`src/multi_queue_fifo_unit_defines.svh`:
```
// Assertion macros shared by the multi-queue FIFO modules.
`ifndef MULTI_QUEUE_FIFO_UNIT_DEFINES_SVH
`define MULTI_QUEUE_FIFO_UNIT_DEFINES_SVH

// Same-cycle implication, disabled while reset is asserted.
`define MQF_ASSERT_SAME(lbl, clk, rstn, ante, cons, msg) \
  lbl: assert property (@(posedge clk) disable iff (!rstn) (ante) |-> (cons)) else $error(msg);

// Next-cycle implication, disabled while reset is asserted.
`define MQF_ASSERT_NEXT(lbl, clk, rstn, ante, cons, msg) \
  lbl: assert property (@(posedge clk) disable iff (!rstn) (ante) |=> (cons)) else $error(msg);

`endif

```
`src/mqf_pkg.sv`:
```
// Package with widths, codes and controller/datapath types of the multi-queue FIFO.
package mqf_pkg;

  // Request field widths
  localparam int MODE_W   = 2;
  localparam int QIN_W    = 4;
  localparam int VAL_W    = 32;
  localparam int STAT_W   = 2;

  // Packed stream layouts
  localparam int IN_DATA_W  = 40;
  localparam int OUT_DATA_W = 40;
  localparam int IN_MODE_LSB  = 0;
  localparam int IN_Q_LSB     = IN_MODE_LSB + MODE_W;
  localparam int IN_VAL_LSB   = IN_Q_LSB + QIN_W;
  localparam int OUT_STAT_LSB = VAL_W;
  localparam int IN_PAD_W  = IN_DATA_W - MODE_W - QIN_W - VAL_W;
  localparam int OUT_PAD_W = OUT_DATA_W - VAL_W - STAT_W;

  // Default geometry
  localparam int DEF_QUEUES = 16;
  localparam int DEF_DEPTH  = 64;

  // Operation codes
  localparam logic [MODE_W-1:0] MODE_PUSH = 2'd0;
  localparam logic [MODE_W-1:0] MODE_READ = 2'd1;
  localparam logic [MODE_W-1:0] MODE_POP  = 2'd2;

  // Status codes
  localparam logic [STAT_W-1:0] ST_DONE  = 2'd0;
  localparam logic [STAT_W-1:0] ST_EMPTY = 2'd1;
  localparam logic [STAT_W-1:0] ST_FULL  = 2'd2;

  // Commands from the controller to the datapath
  typedef struct packed {
    logic clear;
    logic accept;
    logic exec;
    logic load_out;
  } mqf_cmd_t;

  // Status from the datapath to the controller
  typedef struct packed {
    logic clear_last;
    logic out_free;
  } mqf_sts_t;

endpackage

```
`src/mqf_ctrl.sv`:
```
// Controller state machine sequencing clear, accept, execute and result steps.
`include "multi_queue_fifo_unit_defines.svh"

module mqf_ctrl
  import mqf_pkg::*;
(
  input  logic     clk_i,
  input  logic     rst_ni,
  input  logic     s_axis_tvalid,
  output logic     s_axis_tready,
  input  mqf_sts_t sts_i,
  output mqf_cmd_t cmd_o
);

  localparam logic [1:0] S_CLEAR  = 2'd0;
  localparam logic [1:0] S_IDLE   = 2'd1;
  localparam logic [1:0] S_EXEC   = 2'd2;
  localparam logic [1:0] S_RESULT = 2'd3;

  logic [1:0] state_q, state_d;

  // Decode commands and next state
  always_comb begin
    state_d        = state_q;
    cmd_o          = '0;
    s_axis_tready  = 1'b0;
    case (state_q)
      S_CLEAR: begin
        cmd_o.clear = 1'b1;
        if (sts_i.clear_last) state_d = S_IDLE;
      end
      S_IDLE: begin
        s_axis_tready = 1'b1;
        if (s_axis_tvalid) begin
          cmd_o.accept = 1'b1;
          state_d      = S_EXEC;
        end
      end
      S_EXEC: begin
        cmd_o.exec = 1'b1;
        state_d    = S_RESULT;
      end
      S_RESULT: begin
        if (sts_i.out_free) begin
          cmd_o.load_out = 1'b1;
          state_d        = S_IDLE;
        end
      end
      default: state_d = S_CLEAR;
    endcase
  end

  // Hold state
  always_ff @(posedge clk_i or negedge rst_ni) begin
    if (!rst_ni) begin
      state_q <= S_CLEAR;
    end else begin
      state_q <= state_d;
    end
  end

  `MQF_ASSERT_NEXT(a_accept_exec, clk_i, rst_ni, cmd_o.accept, state_q == S_EXEC, "accept not followed by execute")
  `MQF_ASSERT_NEXT(a_clear_done, clk_i, rst_ni, (state_q == S_CLEAR) && sts_i.clear_last, state_q == S_IDLE, "clear pass did not end")

endmodule

```
`config.mk`:
```
export PLATFORM = sky130hd
export DESIGN_NAME = mqf_ctrl
export DESIGN_NICKNAME = d
export VERILOG_FILES = /design/src/mqf_pkg.sv /design/src/mqf_ctrl.sv
export VERILOG_INCLUDE_DIRS = /design/src /design/src/src
export SDC_FILE = /design/constraint.sdc
export NUM_CORES = 1
export LEC_CHECK = 0
export BUFFER_PORTS_ARGS = -buffer_cell sky130_fd_sc_hd__buf_2
export CORE_AREA = 10 10 47 49
export CTS_CLUSTER_DIAMETER = 50
export DETAILED_ROUTE_END_ITERATION = 10
export DIE_AREA = 0 0 57 59
export HOLD_SLACK_MARGIN = 0.08
export PLACE_DENSITY = 0.43
export REMOVE_ABC_BUFFERS = 1
export SLEW_MARGIN = 10
export SYNTH_ARGS = -nofsm -noshare
export SYNTH_HDL_FRONTEND = slang
export SYNTH_SLANG_ARGS = --single-unit
```
`constraint.sdc`:
```
create_clock -name clk_i -period 2.3 [get_ports clk_i]
set_clock_uncertainty 0.05 [all_clocks]
set_input_delay 0.23 -clock clk_i [delete_from_list [all_inputs] [get_ports clk_i]]
set_output_delay 0.23 -clock clk_i [all_outputs]
set_load 0.02 [all_outputs]
```
==> metrics <==
num rows 14; critical path's top delay family compound AO/OA/AOI/OAI gates; Final Worst Setup Slack approximately 570 ps; Syn Area/Cell between 10 and 15 sq um; core footprint about 1400 sq um; reg2reg path depth 4; setup TNS 0 ps; cell breakdown of the critical path inv_1 -> ha_1 -> a222oi_1 -> mux2_1; Max Slew Vio Count 0; worst endpoint required time ~2400 ps; drt pass-1 iters 4; max frequency 577 MHz; CP peak stage delay 480 ps; area delta synth->final 54.9%; PortBufs 9; max FFs per register 2; Tmin final approximately 1700 ps; hpwl dp around 380 um; R2R Path Start state_q[0]; status finished, final reports clean; startpoint types register; Vias/cell between 3 and 4; Final ANT Viol Nets 0; Power Total 358 uW; Clock Latency Late Sink about 220 ps; met1 Usage GRT around 3.6%; Max FO, Critical Path 4; Residual DRC 0; r2r setup slk ~570 ps; drt total wl between 400 and 500 um; GPL Wtd Cong between 0.7 and 0.8; Initial Utilization between 10% and 20%; first-pass GRT wire length around 750 um; Crit Path Category reg -> reg; largest net degree at the start of global routing 5; CP arrival 1780 ps; leak pwr roughly 0.00016 uW; met2 Use GR 2.33%; GR peak layer met3; CP max stage cell a222oi_1; Hold Path Class in -> async; registers with the most flip-flops state_q: 2 flops; most frequent cells in the layout buf_2 (9), ha_1 (5), inv_1 (4); wire length per cell about 10 um; CTS tree done; Top reg by flops state_q; pwr/cell area approximately 1300 nW/um^2; vias in the first global route between 150 and 200; total die area 3360 sq um; Cells after Synth 17; GR Util met3 4.72%; Num CTS Buffers 3; Nets 42; H-tree depth 1; largest area contributor in the synthesized netlist ha_1; worst r2r dst state_q[1]; pre-CTS setup slack between 500 and 600 ps; synth unique cells 9; synthesized area 178 sq um; Die Height a little under 60 um; Tcrit/Tclk final 75.4%; worst-margin pin slew around 480 ps; CTS Root Cell clkbuf_4; Max clock buf depth 2; n_diodes 0; total grt overflow 0; Synth warnings 0; Max Cap Viol 0; Max-Slew Margin vs Limit approximately two thirds; Reg clk slew, reported paths about 30 ps; Yosys reg bits 2; RSZ-0062 raised after global routing false; endpoints failing setup 0; DRT iter0 DRCs 3; gr usage total 3.16%; Yosys top cell area share approximately a third; CP endpoint kind register; sequential area share after synthesis roughly 28%; initial antenna violation count 0; worst path buffer plus inverter count 1; Die W around 57 um; Fill cells 166; most common cell after layout, fill and taps aside buf_2; layout cells sized above 1 a little under half; Synth area leaders ha_1 (35%), dfrtp_1 (28%), inv_1 (8.5%); I/O Pins 10; final hold vios 0; Via Count between 150 and 200; CTS sink count 2; Peak supply drop ~0.49 mV
cell families (layout without fill, tap and decap cells):
logic type,after synthesis,count (layout),share of synthesized area (%)
AND/OR/NAND/NOR,2,2,7.75
flip-flops,2,2,28.2
AO/OA/AOI/OAI,1,1,5.63
multiplexers,2,2,12.0
buffers and inverters,5,18,11.3
adder cells (fa/ha/maj),5,5,35.2
how the worst max path moves through the flow:
| stage | cells past startpoint | end | startpoint |
|---|---|---|---|
| 6_report | 4 | state_q[1] | state_q[0] |
| 5_1_grt | 4 | state_q[1] | state_q[1] |
| 4_1_cts | 4 | state_q[1] | state_q[0] |
| 3_5_place_dp | 4 | state_q[1] | state_q[0] |
| 3_3_place_gp | 4 | state_q[1] | state_q[0] |
| 2_1_floorplan | 4 | state_q[1] | state_q[0] |
per-stage QoR:
stage          std cells  cell area, sq um  utilization, %  hold WS, ps
2_1_floorplan         17               178               -         -116
3_3_place_gp          42               243            17.3        -32.3
3_5_place_dp          42               243            17.3        -31.9
4_1_cts               46               275            19.6          263
5_1_grt               46               275            19.6          269
6_report              46               275            19.6          277
layout make-up:
cell class	instances	area [sq um]	share of cell area [%]
Clock buffer	3	22.5	8.18
Sequential cell	2	50.0	18.2
Tap cell	16	20.0	7.27
Inverter	5	20.0	7.27
Timing Repair Buffer	10	55.1	20.0
Multi-Input combinational cell	10	108	39.1
report_power, final:
group | internal [uW] | switching, uW | total (uW)
combinational | 85.4 | 122 | 208
clock | 57.6 | 19.8 | 77.4
sequential | 54.5 | 17.9 | 72.4
per-layer routing:
metal / routed length (um) / vias up
li1: - / 80
met1: 239 / 70
met2: 145 / 10
met3: 83 / 0
met4: 0 / 0
met5: 0 / -
repair_timing:
item,4_1_cts,5_1_grt
hold buffers,1,0
hold endpoints to repair,2,0
setup buffers,0,0
gates resized for setup,0,0
endpoints found under the setup margin,0,0
cell usage after synthesis:
library cell  n
ha_1          5
and2_2        1
mux2i_1       1
clkinvlp_2    1
a222oi_1      1
and2_1        1
dfrtp_1       2
inv_1         4
mux2_1        1
Power figures use the tool's default switching activity.
